File: config.mk
export PLATFORM = sky130hd
export DESIGN_NAME = sft_sqrt
export DESIGN_NICKNAME = d
export VERILOG_FILES = /design/src/rtl/core/sft_pkg.sv /design/src/rtl/core/sft_sqrt.sv
export SDC_FILE = /design/constraint.sdc
export NUM_CORES = 1
export LEC_CHECK = 0
export ABC_CLOCK_PERIOD_IN_PS = 19300
export BUFFER_PORTS_ARGS = -buffer_cell sky130_fd_sc_hd__buf_2
export CAP_MARGIN = 20
export CORE_MARGIN = 4
export CORE_UTILIZATION = 61
export DETAILED_ROUTE_END_ITERATION = 6
export PLACE_DENSITY = 0.8
export SLEW_MARGIN = 20
export SYNTH_ARGS = -nofsm -noshare
export SYNTH_HDL_FRONTEND = slang
export SYNTH_SLANG_ARGS = --single-unit
File: constraint.sdc
create_clock -name clk -period 19.3 [get_ports clk]
set_input_delay 1.93 -clock clk [delete_from_list [all_inputs] [get_ports clk]]
set_output_delay 1.93 -clock clk [all_outputs]
set_load 0.005 [all_outputs]
File: src/rtl/core/sft_pkg.sv
package sft_pkg;

  localparam int SigW      = 32;
  localparam int WideW     = 64;
  localparam int DivNW     = 80;
  localparam int ShW       = 6;

  localparam logic [31:0] TS_RESET = 32'd1590728;
  localparam logic [30:0] W0_RESET = 31'd20588835;
  localparam logic [30:0] K_RESET  = 31'd92682;
  localparam logic [30:0] KI_RESET = 31'd655360000;

  localparam logic [1:0] REG_TS = 2'd0;
  localparam logic [1:0] REG_W0 = 2'd1;
  localparam logic [1:0] REG_K  = 2'd2;
  localparam logic [1:0] REG_KI = 2'd3;

  localparam logic signed [31:0] CORR_MAX = 32'sd1966080;
  localparam logic [63:0] PEAK_MIN  = 64'd66;
  localparam logic [63:0] PEAK_MAX  = 64'h7FFF_FFFF;
  localparam logic [63:0] X_MAX     = 64'd536870911;
  localparam logic [63:0] Q24_ONE   = 64'd16777216;
  localparam logic [63:0] C0_MAX    = 64'd1073741823;
  localparam logic [63:0] ERR_SAT   = 64'h4000_0000_0000_0000;
  localparam logic [63:0] LIM_NUM   = 64'h0040_0000_0000_0000;
  localparam logic [63:0] STEP_SAT  = 64'h0000_0000_0040_0000;

  function automatic logic signed [63:0] sx32(input logic signed [31:0] v);
    return {{32{v[31]}}, v};
  endfunction

  // round half up, then floor shift
  function automatic logic signed [63:0] rnd(input logic signed [63:0] v, input int s);
    logic signed [63:0] t;
    t = v + (64'sd1 <<< (s - 1));
    return t >>> s;
  endfunction

  function automatic logic signed [31:0] sat32(input logic signed [63:0] v);
    logic signed [31:0] r;
    if (v > 64'sd2147483647) r = 32'sh7FFF_FFFF;
    else if (v < -64'sd2147483648) r = 32'sh8000_0000;
    else r = v[31:0];
    return r;
  endfunction

endpackage

File: src/rtl/core/sft_sqrt.sv
module sft_sqrt (
  input  logic        clk,
  input  logic        rst_n,
  input  logic        start,
  input  logic [63:0] v,
  output logic        done,
  output logic [31:0] r
);
  import sft_pkg::*;

  logic [63:0] v_r, r_r, bit_r;
  logic        run_r, done_r;
  logic [63:0] sum;

  assign sum = r_r + bit_r;

  always_ff @(posedge clk) begin
    if (!rst_n) begin
      run_r  <= 1'b0;
      done_r <= 1'b0;
    end else begin
      done_r <= 1'b0;
      if (start) begin
        v_r   <= v;
        r_r   <= '0;
        bit_r <= 64'h4000_0000_0000_0000;
        run_r <= 1'b1;
      end else if (run_r) begin
        if (bit_r == '0) begin
          run_r  <= 1'b0;
          done_r <= 1'b1;
        end else begin
          if (v_r >= sum) begin
            v_r <= v_r - sum;
            r_r <= (r_r >> 1) + bit_r;
          end else begin
            r_r <= r_r >> 1;
          end
          bit_r <= bit_r >> 2;
        end
      end
    end
  end

  assign done = done_r;
  assign r    = r_r[31:0];
endmodule
# Word level (Yosys, flattened, before mapping)
# Index checks and enable logic that the tools add are counted.
# word_totals
regBits	194
# op_classes
addsub	3
n_lt_le_gt_ge	1
n_eq_ne	1
mux	13
n_bitwise	2
reduce_logical	6
# ops
cell	count
$mux 64	9
$add 63x64->64	1
$add 64x64->64	1
$ge 64x64->1	1
$logic_not 64->1	1
$sub 64x64->64	1
$mux 1	4
$reduce_and 4->1	1
$reduce_bool 2->1	2
$reduce_and 3->1	1
$reduce_or 3->1	1
$ne 2x2->1 const B	1
$not 1->1	2

# Logic depth before layout (Yosys ltp)
# logic_depth
ltp_word	6
depth_mapped	26
ltp_nobuf	25

# Worst setup path after synthesis
# No wires, ideal clock.
# synth_timing
path_type	input -> register
startpoint	input start
endpoint	register v_r[0], enable pin
setup_ps	584
arrival_time_ps	14241
setup_slack_ps	4475
cell_stages	4
path_cell_list	clkbuf_1 > inv_1 > a21boi_0 > a21boi_0
# synth_between
elab_chain_len	2
# synth_lines
element	line_no	source
start, declared	sft_sqrt.sv:4	input logic start,
$ne 2x2->1 (no line) / $reduce_bool 2->1 (equally long branches)	--	
$reduce_and 4->1 (no line) (*)	--	
end signal, assigned	sft_sqrt.sv:24	v_r <= v;
end signal, assigned	sft_sqrt.sv:34	v_r <= v_r - sum;
end, declared	sft_sqrt.sv:11	logic [63:0] v_r, r_r, bit_r;
# Every way passes the cells marked *; elsewhere a longest branch is shown, timed or not.
# A chain may end at the register's enable or synchronous reset.

# Worst setup path in the final report
# layout_timing
startpoint	register bit_r[0]
endpoint	register v_r[61], enable pin
# layout_between
elab_chain_len	4
# layout_lines
element	line_no	source
start, declared	sft_sqrt.sv:11	
start signal, assigned	sft_sqrt.sv:39	bit_r <= bit_r >> 2;
$add 64x64->64	sft_sqrt.sv:15	assign sum = r_r + bit_r;
$ge 64x64->1	sft_sqrt.sv:33	if (v_r >= sum) begin
$reduce_bool 2->1 (no line)	--	
$reduce_and 4->1 (no line) (*)	--	
# Marked as above.

==> flow_summary.ini <==
[drt]
dr_wl_met3_microns = 2520
wirelength_microns = 41200
drtIter0Drc = 1107
ant_nets = 0
wl_met2_microns = 20400
via_count = 13300
wire_per_inst_microns = 19.7
drc_errors = 0
maxUsedRoutingLayer = met4
viasPerCell = 6.37
dr.pass1.iters = 6
drt-met1-wl_microns = 16600

[floorplanning]
initial_core_util_pct = 61.9
io_pins = 100
die_height_microns = 165
fp.dieW_microns = 165
die_area_sq_mm = 0.0272
placementRows = 57
core_sq_mm = 0.0242

[place]
dp_hpwl_microns = 31200
place_congestion = 0.974
place_area_sq_mm = 0.0155
dp_cells = 2062
port_buffers = 99

[setup_path]
critPathMaxFanout = 64
r2r_cells = 24
r2r_slack_ps = 12510
required_ps = 19370
crit_start = bit_r[0]
reg2reg_to = v_r[61]
start_kind = register
timing.rr.start = bit_r[0]
arrival_ps = 6860
crit_path_end_kind = register
path_class = reg -> reg

[layout]
antennaDiodeCount = 0
layout_common_cells = nand2_1, o21ai_0, edfxtp_1
drive_gt1_share_pct = 11.2
stdcell_count = 2094
layout_commonest_cell = nand2_1
fin_area_sq_mm = 0.0161
final_nets = 1955
syn2layout_area_growth_pct = 7.07

[synthesis]
synth_nets = 1931
async_flop_share_pct = 0
postSynthAreaPerCell_sq_um = 8.66
ys_seq_area_share_pct = 32.3
synth_top_area_share_pct = 32.0
synth_ff_type = edfxtp_1
synth_cells = 1733
synth_edf_count = 160
synth_cell_types = 87
yosysTopAreaCell = edfxtp_1
ys_seq_elements = 162
syn_area_sq_mm = 0.0150
yosys_warnings = 0
synthTopCellsByArea = edfxtp_1, ha_1, o21ai_0

[clock_tree]
post-cts-setup-buffer-count = 0
h-tree-depth = 4
cts_tree = yes
cts_max_path_buffers = 2
cts_root_buffer = clkbuf_16
postCtsHoldBufs = 0
cts_resized = 0
cts_sinks = 162
clock_latency_ps = 450
clk_pin_slew_ps = 70
numCtsBuffers = 17

[pwr]
p_clk_share_pct = 21.3
comb_power_share_pct = 47.9
ir_worst_vdd_mv = 0.0538
swShare_pct = 42.7
power_frac_seq_pct = 30.8
cellLeakagePower_nw = 6.16
switchingPower_mw = 0.696
power.density_mw_per_mm2 = 101
intPower_mw = 0.932

[sta]
clock_skew_ps = 21.5
final.period_utilization_pct = 35.2
worst_pin_slew_ps = 938
slew_violations = 0
rsz0062_at_grt = false
tns_ps = 0
min_period_ps = 6790
slew_headroom_pct = 36.7
setup_viol = 0
clock.fmax_mhz = 147
final_hold_viol_count = 0

[grt]
grt_pass1_wl_microns = 65500
grt.overflow.total = 0
grt_max_degree = 81
first_global_vias = 12900
grt_use_total_pct = 30.2
antenna_found_initial = 0

[run]
max-cap-violations = 0

[min_path]
holdCritPathClass = reg -> reg
holdPathStages = 2
hold_end = done
min-delay-start = run_r

[run_status]
outcome = completed
==> Yosys cell counts, types with 10 or more instances <==
cell type  number
a31o_2         17
o31ai_1        12
nand3_1        34
buf_2          11
ha_1          130
nor3_1         27
edfxtp_1      160
o21bai_1       31
nand2_1       183
xnor2_1        88
clkbuf_1       58
o21ai_0       161
a31oi_1        64
o21a_1         10
and3_1         12
nor2b_1        51
a211oi_1       22
xor2_1         81
nor4_1         17
nor2_1        143
buf_4          32
inv_1          37
nand4_1        36
and2_1         13
a21o_1         43
a21oi_1       120
==> layer usage <==
metal	vias to the layer above	GRT usage, %
met5	-	0
met3	116	4.14
met4	0	13.5
li1	6456	-
met2	504	53.4
met1	6257	36.6
==> flip-flops by register name, indices dropped and copies added, names as in the netlist <==
signal	cells
r_r	64
done	1
run_r	1
bit_r	32
v_r	64
==> worst max-delay path, stage by stage, from the launching register on <==
cell,delay (ps)
edfxtp_1,420
ha_1,240
ha_1,220
a21o_1,190
a31oi_1,270
o21ai_0,240
a21o_1,250
a21boi_0,550
o21bai_1,230
a21oi_1,300
o21ai_1,210
xnor2_1,200
ha_1,380
nand2_1,120
nor2_1,180
and2_1,190
nand2_1,70
nor2_1,190
a21oi_1,90
o32ai_1,270
buf_4,270
nor2_2,60
buf_4,310
a21boi_4,200
buf_4,690
==> stage by stage <==
step	power [mW]	hold WS, ps	util (%)	worst slack (ps)
after floorplan	1.10	412	-	4480
after global placement	1.26	423	63.9	12890
after detailed placement	1.27	435	63.9	12650
after CTS	1.62	445	66.3	12620
after global routing	1.73	473	66.3	12100
final	1.63	438	66.3	12510
==> power groups by stage <==
stage               combinational (mW)  clock, mW  sequential [mW]
finish                           0.779      0.347            0.502
global route                     0.862      0.365            0.506
CTS                              0.768      0.349            0.501
detailed placement               0.762          0            0.508
global placement                 0.751          0            0.507
floorplan                        0.605          0            0.492
==> final cells by class <==
cell class | instances | area [sq um]
tap | 324 | 405
clock buffer | 17 | 425
inverter | 38 | 143
timing repair buffer | 107 | 562
clock inverter | 15 | 163
fill | 2081 | 8170
sequential | 162 | 4840
multi-input combinational | 1431 | 9530
==> how the worst max path moves through the flow <==
stage / endpoint / slack, ps / depth (start not counted)
2_1_floorplan: v_r[0] / 4480 / 4
3_3_place_gp: v_r[48] / 12890 / 24
3_5_place_dp: v_r[53] / 12650 / 23
4_1_cts: v_r[18] / 12620 / 23
5_1_grt: v_r[1] / 12100 / 24
6_report: v_r[61] / 12510 / 24
==> kinds of logic after synthesis <==
group / Yosys count / share of synthesized area, %
AOI/OAI and AO/OA: 560 / 23.9
xor gates and xnor gates: 169 / 9.86
muxes: 9 / 0.633
DFF: 162 / 32.3
and+or+nand+nor: 562 / 18.0
adders and majority gates: 131 / 11.0
buffers and inverters: 140 / 4.39
Note: power is estimated with default switching activity, not from simulation.
