==> src/rtl/core/sft_pkg.sv <==
package sft_pkg;

  localparam int SigW      = 32;
  localparam int WideW     = 64;
  localparam int DivNW     = 80;
  localparam int ShW       = 6;

  localparam logic [31:0] TS_RESET = 32'd1590728;
  localparam logic [30:0] W0_RESET = 31'd20588835;
  localparam logic [30:0] K_RESET  = 31'd92682;
  localparam logic [30:0] KI_RESET = 31'd655360000;

  localparam logic [1:0] REG_TS = 2'd0;
  localparam logic [1:0] REG_W0 = 2'd1;
  localparam logic [1:0] REG_K  = 2'd2;
  localparam logic [1:0] REG_KI = 2'd3;

  localparam logic signed [31:0] CORR_MAX = 32'sd1966080;
  localparam logic [63:0] PEAK_MIN  = 64'd66;
  localparam logic [63:0] PEAK_MAX  = 64'h7FFF_FFFF;
  localparam logic [63:0] X_MAX     = 64'd536870911;
  localparam logic [63:0] Q24_ONE   = 64'd16777216;
  localparam logic [63:0] C0_MAX    = 64'd1073741823;
  localparam logic [63:0] ERR_SAT   = 64'h4000_0000_0000_0000;
  localparam logic [63:0] LIM_NUM   = 64'h0040_0000_0000_0000;
  localparam logic [63:0] STEP_SAT  = 64'h0000_0000_0040_0000;

  function automatic logic signed [63:0] sx32(input logic signed [31:0] v);
    return {{32{v[31]}}, v};
  endfunction

  // round half up, then floor shift
  function automatic logic signed [63:0] rnd(input logic signed [63:0] v, input int s);
    logic signed [63:0] t;
    t = v + (64'sd1 <<< (s - 1));
    return t >>> s;
  endfunction

  function automatic logic signed [31:0] sat32(input logic signed [63:0] v);
    logic signed [31:0] r;
    if (v > 64'sd2147483647) r = 32'sh7FFF_FFFF;
    else if (v < -64'sd2147483648) r = 32'sh8000_0000;
    else r = v[31:0];
    return r;
  endfunction

endpackage

==> src/rtl/core/sft_div.sv <==
module sft_div (
  input  logic                     clk,
  input  logic                     rst_n,
  input  logic                     start,
  input  logic [sft_pkg::DivNW-1:0] n,
  input  logic [63:0]              d,
  output logic                     done,
  output logic [sft_pkg::DivNW-1:0] q
);
  import sft_pkg::*;

  localparam int CntW = $clog2(DivNW);

  logic [DivNW-1:0] quo_r;
  logic [63:0]      rem_r, d_r;
  logic [CntW-1:0]  cnt_r;
  logic             run_r, done_r;
  logic [64:0]      trial;

  assign trial = {rem_r, quo_r[DivNW-1]};

  always_ff @(posedge clk) begin
    if (!rst_n) begin
      run_r  <= 1'b0;
      done_r <= 1'b0;
    end else begin
      done_r <= 1'b0;
      if (start) begin
        quo_r <= n;
        rem_r <= '0;
        d_r   <= d;
        cnt_r <= '0;
        run_r <= 1'b1;
      end else if (run_r) begin
        if (trial >= {1'b0, d_r}) begin
          rem_r <= 64'(trial - {1'b0, d_r});
          quo_r <= {quo_r[DivNW-2:0], 1'b1};
        end else begin
          rem_r <= trial[63:0];
          quo_r <= {quo_r[DivNW-2:0], 1'b0};
        end
        if (cnt_r == CntW'(DivNW - 1)) begin
          run_r  <= 1'b0;
          done_r <= 1'b1;
        end
        cnt_r <= cnt_r + 1'b1;
      end
    end
  end

  assign done = done_r;
  assign q    = quo_r;
endmodule

==> config.mk <==
export PLATFORM = sky130hd
export DESIGN_NAME = sft_div
export DESIGN_NICKNAME = d
export VERILOG_FILES = /design/src/rtl/core/sft_pkg.sv /design/src/rtl/core/sft_div.sv
export SDC_FILE = /design/constraint.sdc
export NUM_CORES = 1
export LEC_CHECK = 0
export BUFFER_PORTS_ARGS = -buffer_cell sky130_fd_sc_hd__buf_2
export CORE_MARGIN = 2
export CORE_UTILIZATION = 30
export DETAILED_ROUTE_END_ITERATION = 8
export PLACE_DENSITY = 0.56
export SYNTH_ARGS = -nofsm -noshare
export SYNTH_HDL_FRONTEND = slang
export SYNTH_SLANG_ARGS = --single-unit
==> constraint.sdc <==
create_clock -name clk -period 5.2 [get_ports clk]
set_input_delay 0.52 -clock clk [delete_from_list [all_inputs] [get_ports clk]]
set_output_delay 0.52 -clock clk [all_outputs]
set_load 0.05 [all_outputs]
# Word-level counts from Yosys, hierarchy flattened

Index checks and enable logic that the tools add are counted.

Order comparisons: 1
Bitwise logic cells: 2
Equality and inequality tests: 1
Reduce and logical (&&, ||, !) cells: 4
$add $sub $neg: 2
Muxes and demuxes: 10

Operators with widths:

| cell                                         | count |
|---|---|
| two-way mux 80 bit                           | 2 |
| two-way mux 64 bit                           | 2 |
| greater-or-equal comparator 65 x 64 -> 1 bit | 1 |
| subtractor 64 bit                            | 1 |
| adder 7 x 1 -> 7 bit (second input constant) | 1 |
| == test 7 bit (second input constant)        | 1 |
| two-way mux 7 bit                            | 1 |
| two-way mux 1 bit                            | 5 |
| AND reduction 2 bit                          | 2 |
| OR reduction 3 bit                           | 1 |
| inverter 1 bit                               | 2 |
| nonzero test 2 bit                           | 1 |

Output and inout bits: 81
Bits of input ports: 147
Flip-flop bits (word level): 217

# Depth between registers and ports, before layout

Word-level depth: 4
Mapped depth: 16
Mapped depth without buffers: 13

# Worst setup path after synthesis

Ideal clock, no wire load.

Path kind: input-to-reg
Start point: in start
End point: reg cnt_r[0] (enable)
Arrival: 4.465 ns
Slack: 0.211 ns
Cell stages on the path: 3
Path buffers: 2
Setup time: 0.524 ns
Cells stage by stage: clkbuf_1 -> buf_1 -> o21a_1

Longest elaborated chain between the ends: 2

RTL lines:

| what                          | RTL line      | RTL |
|---|---|---|
| start, declared               | sft_div.sv:4  | `input logic start,` |
| nonzero test 2 bit (no line)  | n/a           |  |
| AND reduction 2 bit (no line) | n/a           |  |
| end signal, assigned          | sft_div.sv:46 | `cnt_r <= cnt_r + 1'b1;` |
| end, declared                 | sft_div.sv:16 | `logic [CntW-1:0] cnt_r;` |

Every way passes these cells.
A chain may end at the register's enable or synchronous reset.

# Worst setup path after layout

Start point: reg rem_r[61]
End point: reg rem_r[50] (data pin)

Longest elaborated chain between the ends: 3

RTL lines:

| what                                         | RTL line      | RTL |
|---|---|---|
| start, declared                              | sft_div.sv:15 | `logic [63:0] rem_r, d_r;` |
| start signal, assigned                       | sft_div.sv:36 | `rem_r <= 64'(trial - {1'b0, d_r});` |
| start signal, assigned                       | sft_div.sv:39 | `rem_r <= trial[63:0];` |
| greater-or-equal comparator 65 x 64 -> 1 bit | sft_div.sv:35 | `if (trial >= {1'b0, d_r}) begin` |
| two-way mux 64 bit                           | sft_div.sv:35 |  |
| two-way mux 64 bit                           | sft_div.sv:34 | `end else if (run_r) begin` |

Every way passes these cells. The select of a mux whose other input is x is not followed.

==> metrics <==
Synth area leaders=edfxtp_1 50%, mux2_2 6.8%, ha_1 6.3%; CTS Buf Count=27; Placer Congestion=0.8407; DRC viols=0; clk sinks=217; most frequent cell after synthesis=edfxtp_1; starting DRC count in detailed routing=487; remaining antenna violation count after routing=0; Gate Count Post-Synth=1,153; YS warnings=0; Final Cycle Share=73.37%; IO Pins=228; largest family of logic cells by synthesized area=compound AO/OA/AOI/OAI gates; hold_buf cts=0; number of synthesized flops with an enable pin=215; CTS tree=done; Post-Synth Adder-Cell Area=6.405%; Worst setup SP type=flop; vias=9,580; Rel. slew slack=37.34%; Main synth FF type=edfxtp_1; Core Box Area=42,980 µm²; Avg Inst Size Synth=11.28 µm²; hold crit path type=input port to flop; CP peak stage delay=520 ps; post-cts sizing count=0; Syn-to-layout area delta=18.64%; Post CTS Setup Buffer Count=0; maximum fanout along the worst path=32; final core utilization=35.91%; first-pass GRT wire length=54,140 µm; CTS root buffer=clkbuf_16; CP max stage cell=a21bo_4; final instance area=15,430 µm²; unrepaired setup endpoints after global routing=no; Clock Latency Late Sink=570 ps; sw power=0.001745 W; Worst-path clk slew=60 ps; sequential cell fraction of total power=39.8%; WL per Instance=17.60 µm; Post-synth ARST share=0%; switch share=31.78%; Unique masters post-synth=78; Crit path arrival time=4100 ps; final setup fails=0; Synth Net Count=1,366; simple-gate share of the synthesized area=10.46%; P_leak=6.343 nW; Setup Crit Path Kind=flop to flop; P per Cell Area=355.8 nW/µm²; xor/xnor cell area share of the yosys netlist=4.174%; die area=45,050 µm²; Nets=1,568; final hold violations=0; Crit. End Element=flop; highest clock rate=262.1 MHz; Worst Skew=16.19 ps; CP required=5480 ps; drt via density=4.888; starting density of the core=30.27%; gr ovfl total=0; Compound-Gate Fraction of Synth Area=13.81%; WP buf/inv=1; Clk pwr share=33.1%; Std-Cell Rows=76; power share of the combinational group=27.1%; share of cells above drive strength 1=28.24%; worst slew pin tran=939.9 ps; Post-Route WL=34,500 µm; status=finished clean; die span in x=212.2 µm; Commonest cells post-synth=215 x edfxtp_1, 107 x nor2_1, 85 x inv_1, 81 x a21oi_1, 79 x mux2_2; htree depth=1; vias in the first global route=9,782; fillers=4,393; GRT Util Overall=15.22%; hpwl dp=25,480 µm; drt first pass iters=6; mux cell area share after synthesis=9.992%; Setup TNS=0 ps; pin count of the biggest net entering global routing=66; minimum clock period=3815 ps; initial antenna violation count=4; crit-path leading delay family=simple AND/OR/NAND/NOR gates; chip height=212.2 µm; Post-Synthesis Cell Area=13,010 µm²; Synth top area share=49.62%; Pint=0.003746 W; Clock Path Buffers=3; max cap viols=0; Max IR drop VDD=0.2533 mV; Synth Register Bits=217; port buffer count=227; sequential share of the synthesized area=49.93%; worst-path cell chain=ha_1 > nand2_1 > nor3b_2 > nand4_1 > nor4_1 > nand3_1 > o21ai_0 > a21oi_1 > a21bo_4 > buf_4 > mux2i_1 > nor2_1; Max Slew Vio Count=0; area leader, netlist=edfxtp_1; Placed Area=14,600 µm²
metal layers:
metal	vias to the layer above	share of wire, %	track usage [%]
met5	-	0.11	0
met4	6	2.0	3.497
met3	44	6.4	3.959
met2	292	48	26.05
met1	4588	43	19.22
li1	4650	-	-
sequential cells by signal (all words and copies together) (netlist names):
register	count
cnt_r	7
rem_r	64
run_r	1
q	80
done	1
d_r	64
area by class of cell:
type | count | area, µm² | area share (%)
antenna | 1 | 2.502 | 0.01621
sequential | 217 | 6496 | 42.09
timing repair buffer | 233 | 1200 | 7.774
multi-input combinational | 791 | 5851 | 37.91
tap | 585 | 732.0 | 4.742
clock buffer | 33 | 698.2 | 4.523
inverter | 85 | 319.1 | 2.067
clock inverter | 15 | 136.4 | 0.8836
power by group through the flow:
stage	combinational (W)	sequential [W]	clock, W
after CTS	0.00150	0.00219	0.00189
after global placement	0.00148	0.00222	0
final	0.00149	0.00218	0.00182
after floorplan	0.00104	0.00235	0
after detailed placement	0.00149	0.00222	0
after global routing	0.00165	0.00220	0.00194
worst paths after layout:
| check | slack [ps] | startpoint | end | depth (start not counted) |
|---|---|---|---|---|
| max | 1380 | rem_r[61] | rem_r[50] | 12 |
| min | 130 | d[39] | d_r[39] | 1 |
| max reg2reg | 1380 | rem_r[61] | rem_r[50] | 12 |
| min reg2reg | 460 | run_r | done | 2 |
worst register-to-register path, stage by stage, from the launching register on:
cell      delay, ps
edfxtp_1        400
ha_1            390
nand2_1         130
nor3b_2         360
nand4_1         240
nor4_1          340
nand3_1         110
o21ai_0         180
a21oi_1          60
a21bo_4         520
buf_4           480
mux2i_1         270
nor2_1           60
layout by cell type, fill, tap and decap left out, drive strengths merged, types with 3 or more instances in the layout:
cell type | netlist | routed
o31a | 5 | 5
a21o | 38 | 38
clkinv | 0 | 11
edfxtp | 215 | 215
o21a | 5 | 5
nor3b | 4 | 4
xor2 | 22 | 22
o21ai | 47 | 47
ha | 65 | 65
o21bai | 13 | 13
nand2b | 5 | 5
nand2 | 60 | 60
clkbuf | 28 | 33
a31oi | 5 | 5
o211ai | 5 | 5
nand4 | 26 | 26
or3 | 4 | 4
o22ai | 3 | 3
nor2b | 9 | 9
mux2 | 79 | 79
inv | 85 | 86
and3 | 10 | 10
or2 | 4 | 4
a211oi | 26 | 26
and2 | 5 | 5
mux2i | 41 | 41
nor4 | 8 | 8
buf | 32 | 233
a22o | 5 | 5
nor2 | 108 | 108
xnor2 | 40 | 40
nand3 | 19 | 19
a21oi | 86 | 86
nor3 | 14 | 14
logic make-up after synthesis:
kind of cell,after synthesis
simple gates,282
compound gates,261
flops,217
buf+inv,145
mux,120
fa+ha+maj,66
xor+xnor,62
stage by stage:
step	total power [W]	hold slack, ps	cells	setup WS, ps
2_1_floorplan	0.003387	415.6	1153	210.7
3_3_place_gp	0.003696	466.4	1911	1336
3_5_place_dp	0.003709	467.9	1911	1345
4_1_cts	0.005575	88.19	1959	1309
5_1_grt	0.005786	99.41	1959	1018
6_report	0.005492	125.3	1960	1385
Note: power is estimated with default switching activity, not from simulation.
