`src/rtl/core/sft_pkg.sv`:
```
package sft_pkg;

  localparam int SigW      = 32;
  localparam int WideW     = 64;
  localparam int DivNW     = 80;
  localparam int ShW       = 6;

  localparam logic [31:0] TS_RESET = 32'd1590728;
  localparam logic [30:0] W0_RESET = 31'd20588835;
  localparam logic [30:0] K_RESET  = 31'd92682;
  localparam logic [30:0] KI_RESET = 31'd655360000;

  localparam logic [1:0] REG_TS = 2'd0;
  localparam logic [1:0] REG_W0 = 2'd1;
  localparam logic [1:0] REG_K  = 2'd2;
  localparam logic [1:0] REG_KI = 2'd3;

  localparam logic signed [31:0] CORR_MAX = 32'sd1966080;
  localparam logic [63:0] PEAK_MIN  = 64'd66;
  localparam logic [63:0] PEAK_MAX  = 64'h7FFF_FFFF;
  localparam logic [63:0] X_MAX     = 64'd536870911;
  localparam logic [63:0] Q24_ONE   = 64'd16777216;
  localparam logic [63:0] C0_MAX    = 64'd1073741823;
  localparam logic [63:0] ERR_SAT   = 64'h4000_0000_0000_0000;
  localparam logic [63:0] LIM_NUM   = 64'h0040_0000_0000_0000;
  localparam logic [63:0] STEP_SAT  = 64'h0000_0000_0040_0000;

  function automatic logic signed [63:0] sx32(input logic signed [31:0] v);
    return {{32{v[31]}}, v};
  endfunction

  // round half up, then floor shift
  function automatic logic signed [63:0] rnd(input logic signed [63:0] v, input int s);
    logic signed [63:0] t;
    t = v + (64'sd1 <<< (s - 1));
    return t >>> s;
  endfunction

  function automatic logic signed [31:0] sat32(input logic signed [63:0] v);
    logic signed [31:0] r;
    if (v > 64'sd2147483647) r = 32'sh7FFF_FFFF;
    else if (v < -64'sd2147483648) r = 32'sh8000_0000;
    else r = v[31:0];
    return r;
  endfunction

endpackage

```
`src/rtl/core/sft_mul.sv`:
```
module sft_mul (
  input  logic        clk,
  input  logic        rst_n,
  input  logic        start,
  input  logic [63:0] a,
  input  logic [63:0] b,
  output logic        done,
  output logic [63:0] p
);
  import sft_pkg::*;

  logic [63:0] a_r, b_r, p_r;
  logic        run_r, done_r;

  // shift-add, low 64 bits; stops once the multiplier runs out of ones
  always_ff @(posedge clk) begin
    if (!rst_n) begin
      run_r  <= 1'b0;
      done_r <= 1'b0;
    end else begin
      done_r <= 1'b0;
      if (start) begin
        a_r   <= a;
        b_r   <= b;
        p_r   <= '0;
        run_r <= 1'b1;
      end else if (run_r) begin
        if (b_r == '0) begin
          run_r  <= 1'b0;
          done_r <= 1'b1;
        end else begin
          if (b_r[0]) p_r <= p_r + a_r;
          a_r <= a_r << 1;
          b_r <= b_r >> 1;
        end
      end
    end
  end

  assign done = done_r;
  assign p    = p_r;
endmodule

```
`config.mk`:
```
export PLATFORM = sky130hd
export DESIGN_NAME = sft_mul
export DESIGN_NICKNAME = d
export VERILOG_FILES = /design/src/rtl/core/sft_pkg.sv /design/src/rtl/core/sft_mul.sv
export SDC_FILE = /design/constraint.sdc
export NUM_CORES = 1
export LEC_CHECK = 0
export ABC_CLOCK_PERIOD_IN_PS = 10500
export BUFFER_PORTS_ARGS = -buffer_cell sky130_fd_sc_hd__buf_2
export CAP_MARGIN = 40
export CORE_MARGIN = 2
export CORE_UTILIZATION = 32
export DETAILED_ROUTE_END_ITERATION = 8
export PLACE_DENSITY = 0.53
export REMOVE_ABC_BUFFERS = 1
export SYNTH_ARGS = -nofsm -noshare
export SYNTH_HDL_FRONTEND = slang
export SYNTH_SLANG_ARGS = --single-unit
```
`constraint.sdc`:
```
create_clock -name clk -period 10.5 [get_ports clk]
set_clock_uncertainty 0.2 [all_clocks]
set_input_delay 2.625 -clock clk [delete_from_list [all_inputs] [get_ports clk]]
set_output_delay 2.625 -clock clk [all_outputs]
set_load 0.05 [all_outputs]
```
# After elaboration in Yosys (flattened, before gate mapping)
# Index checks and enable logic that the tools add are counted.
# Widths: inputs -> output; s select.
word_totals:
  wordCells: 28
  in_bits: 131
  ff_bits: 194
op_classes:
  mux: 13
  bitwise: 2
  eq_ne: 1
  addsub: 1
  n_reduce_logical: 6
ops:
  columns: ["cell", "count"]
  rows:
  - ["$mux 64", 9]
  - ["$add 64x64->64", 1]
  - ["$logic_not 64->1", 1]
  - ["$mux 1", 4]
  - ["$reduce_and 4->1", 1]
  - ["$reduce_bool 2->1", 2]
  - ["$reduce_and 3->1", 1]
  - ["$reduce_or 3->1", 1]
  - ["$ne 2x2->1 const B", 1]
  - ["$not 1->1", 2]

# Depth between registers and ports, before layout
# Gate-level depths: netlist of the first run.
logic_depth:
  word_depth: 4
  depth_mapped: 11
  mapped_depth_nobuf: 11

# Least setup slack after synthesis of the first run
# OpenSTA, ideal clock, no wires.
synth_timing:
  path_kind: "input -> register"
  start: "input port start"
  end: "register p_r[0] (netlist: p[0]) (enable)"
  required_ns: 9.806
  slack_ns: 0.897
  path_stages: 4
  setup_ns: 0.494
  n_path_buf: 2
  arrival_ns: 8.909
  path_cell_list: "clkbuf_1 > buf_2 > o21a_1 > nor2b_1"
synth_between:
  elab_chain_len: 2
synth_lines:
  columns: ["item", "line_no", "rtl"]
  rows:
  - ["from (decl)", "sft_mul.sv:4", "input logic start,"]
  - ["$ne 2x2->1 (no source line) / $reduce_bool 2->1 (equally long branches)", null, null]
  - ["$reduce_and 4->1 (no source line) *", null, null]
  - ["to (signal assigned)", "sft_mul.sv:32", "if (b_r[0]) p_r <= p_r + a_r;"]
  - ["to (decl)", "sft_mul.sv:12", "logic [63:0] a_r, b_r, p_r;"]
# Mark *: on every way between the ends. The rest lies on a longest branch, timed or not.
# A chain may end at the register's enable or synchronous reset.

# Worst setup path after layout of the first run
layout_timing:
  start: "input port start"
  end: "register p_r[47] (netlist: p[47]) (enable)"
# Same word-level chain as after synthesis.

==> key figures, run 1 <==
Synthesis
  • Post-synth EDFFs: 192
  • Most instantiated flip-flop cell in the synthesis netlist: edfxtp_1
  • Post-Synthesis Cell Area: 11,600 µm²
  • Largest cells by area after synthesis: edfxtp_1 (50%), mux2_2 (12%), ha_1 (6.8%), a21oi_1 (3.1%), nor2_1 (3.1%)
  • Proportion of netlist area held by the largest area contributor: 49.68%
  • Yosys warnings: 0
  • Post-synthesis instance total: 985
  • Leading area contributor after synthesis: edfxtp_1
  • Post-synthesis sequential area ratio: 50.03%
  • Seq cells post-synth: 194
  • Mapped Avg Cell Area: 11.78 µm²
  • Synth async-reset ratio: 0%
  • Number of different library cells in the post-synthesis netlist: 73

Clock tree
  • TritonCTS clock tree: done
  • Deepest clock path buffer count: 2
  • Post-CTS Repair Setup Buffers: 0
  • Clock transition at the register clock pins on the worst setup and hold paths after CTS: 0.08 ns
  • Clk sinks: 194
  • Clock insertion delay at the later pin of the skew report: 0.46 ns
  • H-tree level count: 4
  • Post_cts resized: 0
  • TritonCTS Buffers: 17
  • Count of hold buffers inserted by post-cts repair: 0
  • CTS root buffer: clkbuf_16

Cells and area
  • Most common library cell in the layout ignoring fill and taps: buf_2
  • Post-Route Utilization: 38.42%
  • Final standard cell count with taps included and fillers excluded: 1,646
  • Count of fill cells added during filler insertion: 3,566
  • Number of nets in the finished design: 1,365
  • Top library cells by usage in the layout, fill and taps aside: buf_2 (194), edfxtp_1 (192), mux2_2 (128)
  • Proportion of layout cells with a drive suffix above 1: 33.56%
  • Layout overhead on the synthesized area: 18.04%
  • Final instance area: 13,700 µm²

Status
  • Result of the run: complete, but fails checks
  • Violated checks: design-rule violations

Setup path
  • Crit-path max cell delay: 0.61 ns
  • Path type of the worst setup path: input pin to flip-flop
  • Crit-path slowest cell: o21a_4
  • Element type at the critical path end: flip-flop
  • Category of the worst setup path launch point: input pin
  • FF-to-FF setup slack: 6.63 ns
  • Cell breakdown of the critical path: clkbuf_8 > o21a_4 > nor2b_4 > buf_4 > buf_12
  • Critical-path maximum fanout: 90
  • Worst flop-to-flop path endpoint: p[62]
  • Data arrival at the endpoint of the critical path: 4.81 ns
  • RR Startpoint: p[0]
  • Path depth of the worst reg2reg path: 11
  • Crit path required time: 10.43 ns

Flow run
  • MaxCap Viol Count: 0

STA
  • Crit path time final: 4.880 ns
  • Post-Route Setup TNS: 0 ns
  • Final Worst Setup Slack: 5.620 ns
  • Finish-stage setup viols: 0
  • Worst-Margin Slew: 0.7280 ns
  • Pins over their slew limit: 0
  • Maximum operating frequency: 0.2049 GHz
  • Slew HR: 51.47%
  • Setup repair after global routing missed its margin: no
  • Final Hold Violating Endpoints: 0
  • Share of the cycle needed by the critical path after routing: 46.47%

GRT
  • Global-route usage over all layers: 16.08%
  • First-pass GRT wire length: 47,330 µm
  • Via count of the first global-routing pass: 8,422
  • Antenna violations before repair: 5
  • Remaining global-route overflow: 0
  • Maximum number of pins on one net before global-route repair: 91

Floorplanning
  • Die H: 194.4 µm
  • Starting Density: 32.55%
  • Std cell rows: 69
  • Num ports: 196
  • Die boundary width: 194.4 µm
  • Area of the die: 37,810 µm²
  • Core area: 35,660 µm²

Worst hold path
  • Hold WC Path Type: flip-flop to flip-flop
  • Startpoint of the worst hold path: run_r
  • Number of instances on the worst hold path: 1
  • Worst Hold Path EP: done

Pwr
  • Clock power share: 30.4%
  • Share of total power consumed by net switching: 31.65%
  • Reg power frac: 44.4%
  • Cell-internal power: 1.476 mW
  • PwrDens: 157.7 nW/µm²
  • Share of power burned in combinational logic: 25.2%
  • Leakage power of the design: 5.199 nW
  • Maximum vdd ir drop: 0.1176 mV
  • Net switching power of the design: 683.5 µW

Drt
  • Number of nets with antenna violations after routing: 0
  • Total Routed Length: 30,170 µm
  • Number of detailed-routing iterations run before antenna repair: 7
  • Average detailed-routed wire length per instance: 18.33 µm
  • Post-route DRC violation count: 18
  • Vias after detailed routing: 8,389
  • Drt first-iter violations: 491
  • DR vias/cell: 5.097

Placed design
  • Placed insts: 1,612
  • Port Buffers: 195
  • Sum of net half-perimeters after detailed placement: 22,910 µm
  • Instance area at placement: 13,120 µm²
  • Worst setup timing slack at the placement stage: 5.066 ns
  • Placer Congestion: 0.8350
[cell usage after synthesis, types with 4 or more instances]
master,instances
edfxtp_1,192
mux2_2,128
nor2_1,95
a21oi_1,72
ha_1,63
nand2_1,52
o21ai_0,32
xnor2_1,31
clkbuf_1,24
xor2_1,24
inv_1,19
nand4_1,18
a21o_1,17
nand3_1,17
nor4_1,17
nor3_1,16
o21bai_1,16
nor2b_1,14
o21a_1,13
a31oi_1,10
and2_1,6
buf_2,6
o211ai_1,6
o31ai_1,6
nand2b_1,5
o21ai_2,5
a211o_1,4
and3_1,4
buf_1,4
[critical path: cells and delay by family]
family / cells / cell delay (ns)
compound gates: 1 / 0.61
buf+inv: 3 / 1.22
simple gates: 1 / 0.24
[worst max path at each step]
stage | from | endpoint | slack, ns | depth (start not counted)
global route | start | p[47] | 5.46 | 5
CTS | start | p[19] | 5.56 | 5
floorplan | start | p[0] | 1.28 | 2
finish | start | p[47] | 5.62 | 5
global placement | start | a_r[61] | 4.91 | 4
detailed placement | start | p[60] | 5.07 | 5
[power groups by stage]
| stage | registers [mW] | clock network (mW) | logic (mW) |
|---|---|---|---|
| 5_1_grt | 0.966 | 0.709 | 0.600 |
| 3_5_place_dp | 0.977 | 0 | 0.545 |
| 3_3_place_gp | 0.977 | 0 | 0.539 |
| 2_1_floorplan | 1.03 | 0 | 0.333 |
| 6_report | 0.959 | 0.657 | 0.544 |
| 4_1_cts | 0.960 | 0.681 | 0.548 |
[sequential cells by signal, summed over array words and instances (netlist names)]
register	cells
a_r	64
b_r	64
p	64
done	1
run_r	1
[logic make-up after synthesis]
logic type / after synthesis / share of synthesized area, %
and+or+nand+nor: 261 / 10.78
AOI/OAI and AO/OA: 225 / 13.48
DFF: 194 / 50.03
muxes: 131 / 12.71
adders and majority gates: 64 / 6.965
xor gates and xnor gates: 55 / 4.151
buffers and inverters: 55 / 1.887
[stage by stage]
step	total power, mW	hold slack, ns
3_3_place_gp	1.516	0.3129
6_report	2.160	0.3228
2_1_floorplan	1.366	0.2834
4_1_cts	2.190	0.3255
3_5_place_dp	1.522	0.3142
5_1_grt	2.276	0.3334
[per-layer routing]
layer	vias up	GRT usage, %	routed length, µm
met1	4027	22.05	14350
met3	30	4.564	1671
li1	4143	-	-
met5	-	0	50
met4	8	3.903	320
met2	181	25.08	13780
[final cells by class]
cell class	count	area (µm²)	area share, %
Multi-Input combinational cell	736	5595	40.85
Inverter	19	71.32	0.5206
Timing Repair Buffer	202	1070	7.810
Tap cell	461	576.8	4.211
Clock buffer	18	429.2	3.133
Clock inverter	14	145.1	1.060
Antenna cell	2	5.005	0.03654
Sequential cell	194	5806	42.38
(Power assumes the default switching activity.)
==> inputs of run 2 (changes only) <==
Settings changed: ABC_AREA from default to 1, ABC_CLOCK_PERIOD_IN_PS 10500 to 4150, PLACE_DENSITY 0.53 to 0.54.
Clock period 10.5 ns to 4.15 ns, I/O delays scaled along.
==> run 2 against run 1 <==
The run now ends clean. Flip-flop and latch count is the same. Cell count grew 68%. Sequential share of layout area shrank 6.3 points. Area after synthesis grew 19%. Worst hold slack lost 0.0025 ns. First-iteration DRC count grew 84%. Critical endpoint is now p[43]. Largest cell class is now multi-input combinational cells.
==> key figures, run 2 <==
Status
  • Result of the run: finished clean

Drt
  • Met3 wire len: 3230 µm (+93%)
  • Uppermost layer routed: met5
  • Drt first-iter violations: 903 (+84%)
  • Average detailed-routed wire length per instance: 16.59 µm (-9.5%)
  • Number of nets with antenna violations after routing: 0 (unchanged)
  • Post-route DRC violation count: 0 (-18)
  • Vias after detailed routing: 12,790 (+52%)
  • DR vias/cell: 4.625 (-9.3%)
  • Total Routed Length: 45,880 µm (+52%)
  • Met1 wire length: 21,260 µm (+48%)
  • Total met2 wirelength after detailed routing: 20,260 µm (+47%)
  • Number of detailed-routing iterations run before antenna repair: 6 (-1)

Synthesis
  • Largest cells by area after synthesis: edfxtp_1 (42%), nand2_1 (22%), inv_1 (10%), ha_1 (5.7%), o21ai_0 (3.4%)
  • Seq cells post-synth: 194 (unchanged)
  • Post-synth EDFFs: 192 (unchanged)
  • Most instantiated flip-flop cell in the synthesis netlist: edfxtp_1
  • Proportion of netlist area held by the largest area contributor: 41.70% (-8.0 points)
  • Post-synthesis sequential area ratio: 41.99% (-8.0 points)
  • Mapped Avg Cell Area: 6.980 µm² (-41%)
  • Post-synthesis instance total: 1,981 (+100%)
  • Synth async-reset ratio: 0% (unchanged)
  • Leading area contributor after synthesis: edfxtp_1
  • Commonest cells in the netlist: nand2_1 (810), inv_1 (377), edfxtp_1 (192), nor2_1 (120), o21ai_0 (94)
  • Dominant cell by count in the synthesized netlist: nand2_1
  • Number of different library cells in the post-synthesis netlist: 31 (-58%)
  • Post-Synthesis Cell Area: 13,830 µm² (+19%)
  • Yosys warnings: 0 (unchanged)

Placed design
  • Placer Congestion: 0.9905 (+19%)
  • Sum of net half-perimeters after detailed placement: 36,400 µm (+59%)
  • Port Buffers: 195 (unchanged)
  • Placed insts: 2,733 (+70%)

Setup path
  • Category of the worst setup path launch point: flip-flop
  • Path type of the worst setup path: flip-flop to flip-flop
  • Path depth of the worst reg2reg path: 10 (-1)
  • Element type at the critical path end: flip-flop
  • RR Startpoint: p[41]
  • FF-to-FF setup slack: 1.16 ns (-5.47 ns)
  • Data arrival at the endpoint of the critical path: 3.04 ns (-1.77 ns)
  • Worst flop-to-flop path endpoint: p[43]
  • Critical-path maximum fanout: 5 (-94%)
  • CP bufs+invs: 1 (-2)
  • Cell class contributing the biggest share of worst-path delay: simple AND/OR/NAND/NOR gates
  • Cell breakdown of the critical path: ha_1 > nand2_1 > nor2_1 > nand2_1 > nor2_1 > nand3_1 > nand3_1 > nand2_1 > inv_1 > nor2_1
  • Crit-path slowest cell: ha_1
  • Number of stages on the worst setup path: 10 (+5)
  • Crit path required time: 4.21 ns (-6.22 ns)
  • Crit-path max cell delay: 0.51 ns (-0.10 ns)

Floorplanning
  • Std cell rows: 76 (+10%)
  • Die boundary width: 211.9 µm (+9.0%)
  • Die H: 211.9 µm (+9.0%)
  • Starting Density: 32.24% (-0.31 points)
  • Core area: 42,890 µm² (+20%)
  • Area of the die: 44,890 µm² (+19%)
  • Num ports: 196 (unchanged)

STA
  • Pins over their slew limit: 0 (unchanged)
  • Slew HR: 61.49% (+10 points)
  • Crit path time final: 2.986 ns
  • Worst-Margin Slew: 0.5777 ns (-0.1503 ns)
  • Maximum operating frequency: 0.3349 GHz
  • Share of the cycle needed by the critical path after routing: 71.94%
  • Finish-stage setup viols: 0 (unchanged)
  • Final Hold Violating Endpoints: 0 (unchanged)
  • Setup repair after global routing missed its margin: no

Pwr
  • Leakage power of the design: 8.442 nW (+62%)
  • PwrDens: 385.7 nW/µm² (+140%)
  • Maximum vdd ir drop: 0.3000 mV (+160%)

Worst hold path
  • Hold WC Path Type: flip-flop to flip-flop
  • Startpoint of the worst hold path: run_r
  • Worst Hold Path EP: done
  • Number of instances on the worst hold path: 4 (+3)

Clock tree
  • Clock insertion delay at the later pin of the skew report: 0.51 ns (+0.05 ns)
  • Clock transition at the register clock pins on the worst setup and hold paths after CTS: 0.08 ns (about the same)
  • Deepest clock path buffer count: 2 (unchanged)
  • Post_cts resized: 0 (unchanged)
  • CTS root buffer: clkbuf_16
  • Clk sinks: 194 (unchanged)
  • Post-CTS Repair Setup Buffers: 0 (unchanged)
  • TritonCTS Buffers: 17 (unchanged)
  • TritonCTS clock tree: done
  • Count of hold buffers inserted by post-cts repair: 0 (unchanged)
  • H-tree level count: 4 (unchanged)

GRT
  • Remaining global-route overflow: 0 (unchanged)
  • Global-route usage over all layers: 21.21% (+5.1 points)
  • Antenna violations before repair: 8 (+3)
  • Maximum number of pins on one net before global-route repair: 160 (+76%)
  • Via count of the first global-routing pass: 12,370 (+47%)
  • First-pass GRT wire length: 70,790 µm (+50%)

Cells and area
  • Top library cells by usage in the layout, fill and taps aside: nand2_1 (809), inv_1 (377), buf_2 (194)
  • Post-Route Utilization: 37.56% (-0.86 points)
  • Layout overhead on the synthesized area: 16.50%
  • Proportion of layout cells with a drive suffix above 1: 14.04% (-20 points)
  • Final standard cell count with taps included and fillers excluded: 2,766 (+68%)
  • Most common library cell in the layout ignoring fill and taps: nand2_1
  • Number of nets in the finished design: 2,362 (+73%)

Flow run
  • MaxCap Viol Count: 0 (unchanged)
-- run 2: cell count changes after synthesis, moves of 14 or more --
cell / previous run / this run
a21o_1: 17 / 0
a21oi_1: 72 / 93
inv_1: 19 / 377
mux2_2: 128 / 0
nand2_1: 52 / 810
nand2_2: 1 / 26
nand3_1: 17 / 53
nor2_1: 95 / 120
nor2_2: 0 / 24
nor2b_1: 14 / 0
o21ai_0: 32 / 94
xnor2_1: 31 / 1
xor2_1: 24 / 0
-- run 2: logic make-up after synthesis --
group | Yosys count | synth area share (%)
AOI/OAI and AO/OA | 197 | 7.339
xor gates and xnor gates | 1 | 0.06335
adders and majority gates | 64 | 5.846
buffers and inverters | 415 | 11.42
DFF | 194 | 41.99
and+or+nand+nor | 1110 | 33.35
-- run 2: through the flow --
| stage | hold slack, ns | cell area, µm² | total power, mW | TNS [ns] | worst slack (ns) |
|---|---|---|---|---|---|
| 2_1_floorplan | 0.2921 | 13670 | 3.830 | -147.75 | -1.326 |
| 3_3_place_gp | 0.3147 | 15510 | 4.471 | 0 | 1.122 |
| 3_5_place_dp | 0.3103 | 15510 | 4.479 | 0 | 1.170 |
| 4_1_cts | 0.3252 | 16100 | 6.290 | 0 | 1.142 |
| 5_1_grt | 0.3734 | 16110 | 6.582 | 0 | 1.079 |
| 6_report | 0.3203 | 16110 | 6.213 | 0 | 1.164 |
-- run 2: area by class of cell --
cell class / instances / area (µm²)
fill: 4668 / 26780
tap: 585 / 732.0
clock inverter: 14 / 165.2
inverter: 380 / 1429
clock buffer: 17 / 425.4
sequential: 194 / 5806
antenna: 2 / 5.005
timing repair buffer: 202 / 1085
multi-input combinational: 1372 / 6461
-- run 2: worst max path at each step --
stage	startpoint	to	slack, ns
after floorplan	start	p[0]	-1.33
after global placement	p[41]	p[43]	1.12
after detailed placement	p[41]	p[43]	1.17
after CTS	p[41]	p[43]	1.14
after global routing	p[41]	p[43]	1.08
final	p[41]	p[43]	1.16
-- run 2: where the power goes --
group | internal (mW) | total, mW | leakage (nW) | switching (mW)
logic | 0.553 | 1.95 | 6.28 | 1.40
clock network | 0.903 | 1.78 | 0.285 | 0.873
registers | 2.39 | 2.48 | 1.88 | 0.0898
-- run 2: per-layer routing --
| metal | vias to the layer above | global-route usage (%) |
|---|---|---|
| met5 | - | 0 |
| met3 | 61 | 5.682 |
| met2 | 360 | 33.21 |
| li1 | 6572 | - |
| met4 | 10 | 7.698 |
| met1 | 5790 | 28.08 |
-- run 2: worst reg2reg max path: stages (launching register included) --
cell and delay [ns]:
edfxtp_1 0.50, ha_1 0.52, nand2_1 0.17, nor2_1 0.23
nand2_1 0.14, nor2_1 0.35, nand3_1 0.31, nand3_1 0.17
nand2_1 0.06, inv_1 0.05, nor2_1 0.04
==> inputs of run 3 (changes only) <==
Settings changed: ABC_AREA 1 to 0, ABC_CLOCK_PERIOD_IN_PS 4150 to 2800, PLACE_DENSITY 0.54 to 0.53.
Clock period 4.15 ns to 2.8 ns, I/O delays scaled along.
==> run 3 against run 2 <==
The flow now finishes with violations (design-rule violations, negative setup slack). Sequential power grew 46%. Cell count shrank 30%. Sequential share of layout area shrank 1.7 points. Combinational power grew 55%. Critical endpoint is now p[32]. Largest cell class unchanged. Largest power group unchanged.
==> key figures, run 3 (synthesized netlist as in run 1, its figures left out) <==
Status
  • Result of the run: complete, but fails checks
  • Violated checks: design-rule violations, negative setup slack

STA
  • Worst-Margin Slew: 0.5637 ns (-0.01397 ns)
  • Setup repair after global routing missed its margin: yes
  • Share of the cycle needed by the critical path after routing: 122.7% (+51 points)
  • Final Worst Setup Slack: -0.6354 ns (-1.800 ns)
  • Slew HR: 62.42% (+0.93 points)
  • Finish-stage setup viols: 43 (+43)
  • Pins over their slew limit: 0 (unchanged)
  • Crit path time final: 3.435 ns (+0.4497 ns)
  • Final Hold Violating Endpoints: 0 (unchanged)
  • Maximum operating frequency: 0.2911 GHz (-13%)
  • Post-Route Setup TNS: -13.68 ns (-13.68 ns)

Placed design
  • Placed insts: 1,870 (-32%)
  • Instance area at placement: 15,120 µm² (-2.5%)
  • Placer Congestion: 0.8521 (-14%)
  • Port Buffers: 195 (unchanged)
  • Sum of net half-perimeters after detailed placement: 24,920 µm (-32%)

Setup path
  • Category of the worst setup path launch point: flip-flop
  • Critical-path maximum fanout: 4 (-1)
  • Path depth of the worst reg2reg path: 12 (+2)
  • Element type at the critical path end: flip-flop
  • Crit path required time: 2.81 ns (-1.40 ns)
  • Data arrival at the endpoint of the critical path: 3.45 ns (+0.41 ns)
  • Path type of the worst setup path: flip-flop to flip-flop

GRT
  • Maximum number of pins on one net before global-route repair: 74 (-54%)
  • Via count of the first global-routing pass: 9,908 (-20%)
  • First-pass GRT wire length: 52,710 µm (-26%)
  • Global-route usage over all layers: 17.58% (-3.6 points)
  • Antenna violations before repair: 9 (+1)
  • Remaining global-route overflow: 0 (unchanged)

Clock tree
  • TritonCTS clock tree: done
  • Deepest clock path buffer count: 2 (unchanged)
  • H-tree level count: 4 (unchanged)
  • TritonCTS Buffers: 17 (unchanged)
  • Clock insertion delay at the later pin of the skew report: 0.46 ns (-0.05 ns)
  • CTS root buffer: clkbuf_16
  • Clk sinks: 194 (unchanged)
  • Clock transition at the register clock pins on the worst setup and hold paths after CTS: 0.09 ns (about the same)

Cells and area
  • Layout overhead on the synthesized area: 45.75%
  • Final instance area: 16,910 µm² (+5.0%)
  • ANT cells: 0 (-2)
  • Number of nets in the finished design: 1,666 (-29%)
  • Most common library cell in the layout ignoring fill and taps: buf_4
  • Multi-input gate area in the final layout: 6351 µm² (-1.7%)
  • Register cell area after layout: 5806 µm² (unchanged)
  • Proportion of layout cells with a drive suffix above 1: 52.96% (+39 points)
  • Top library cells by usage in the layout, fill and taps aside: buf_4 (277), buf_2 (194), edfxtp_1 (192)
  • Count of fill cells added during filler insertion: 3,383 (-28%)
  • Final standard cell count with taps included and fillers excluded: 1,945 (-30%)

Floorplanning
  • Starting Density: 32.55% (+0.31 points)
  • Std cell rows: 69 (-9.2%)
  • Die boundary width: 194.4 µm (-8.2%)
  • Area of the die: 37,810 µm² (-16%)
  • Die H: 194.4 µm (-8.2%)
  • Core area: 35,660 µm² (-17%)
  • Num ports: 196 (unchanged)

Drt
  • Drt first-iter violations: 481 (-47%)
  • DR vias/cell: 4.890 (+5.7%)
  • Average detailed-routed wire length per instance: 17.08 µm (+3.0%)
  • Total Routed Length: 33,220 µm (-28%)
  • Number of detailed-routing iterations run before antenna repair: 7 (+1)
  • Number of nets with antenna violations after routing: 0 (unchanged)
  • Vias after detailed routing: 9,512 (-26%)
  • Post-route DRC violation count: 9 (+9)

Pwr
  • Leakage power of the design: 6.844 nW (-19%)
  • PwrDens: 541.9 nW/µm² (+40%)
  • Maximum vdd ir drop: 0.4707 mV (+57%)

Worst hold path
  • Hold WC Path Type: input pin to flip-flop
  • Number of instances on the worst hold path: 2 (-2)

Flow run
  • MaxCap Viol Count: 0 (unchanged)
[run 3: path summary, 6_finish.rpt]
| kind | startpoint | to | slack, ns |
|---|---|---|---|
| worst max-delay path | a_r[0] | p[32] | -0.64 |
| worst max register to register | a_r[0] | p[32] | -0.64 |
| worst min-delay path | rst_n | run_r | 0.30 |
| worst min register to register | run_r | done | 0.33 |
[run 3: metal layers]
layer	part of all wire [%]	up-vias	routed length [µm]	global-route usage, %
li1	-	4734	-	-
met1	47	4545	15460	23.30
met2	47	176	15720	28.91
met3	4.6	41	1534	4.199
met4	1.2	16	407	4.416
met5	0.30	-	101	0
[run 3: power by group]
part / internal (mW) / total, mW / leakage (nW) / switching (mW)
logic: 1.50 / 3.03 / 4.71 / 1.52
clock network: 1.22 / 2.53 / 0.291 / 1.31
registers: 3.48 / 3.61 / 1.85 / 0.129
[run 3: cell type report]
class                   count  share of cell area [%]
multi-input cells         736                   37.55
flip-flops and latches    194                   34.32
repair buffers            503                   20.70
well taps                 461                   3.410
clock buffers              18                   2.537
clock inverters            14                   1.058
inverters                  19                  0.4217
[run 3: repair_timing]
| action | 4_1_cts | 5_1_grt |
|---|---|---|
| setup buffers | 28 | 22 |
| pin swaps | 57 | 61 |
| resized for setup | 99 | 54 |
| hold buffers | 0 | 0 |
| setup endpoints to repair | 48 | 52 |
| endpoints found under the hold margin | 0 | 0 |
[run 3: critical path: stages, from the launching register on]
cell and delay, ns:
edfxtp_1 0.40, ha_2 0.22, fa_2 0.37, a211o_1 0.28
a211o_1 0.34, a32oi_4 0.29, buf_6 0.15, a41o_4 0.20
o21ai_4 0.06, a31o_4 0.27, a21boi_2 0.17, xor2_1 0.18
nor2_1 0.06
[run 3: stage by stage]
step | hold slack, ns | setup slack (ns) | power (mW) | util, %
floorplan | 0.2834 | -4.497 | 5.122 | -
global placement | 0.3013 | -0.7520 | 6.251 | 42.42
detailed placement | 0.3116 | -0.8334 | 6.273 | 42.42
CTS | 0.2738 | -0.6084 | 9.111 | 46.29
global route | 0.2982 | -0.7260 | 9.621 | 47.44
finish | 0.2973 | -0.6354 | 9.165 | 47.44
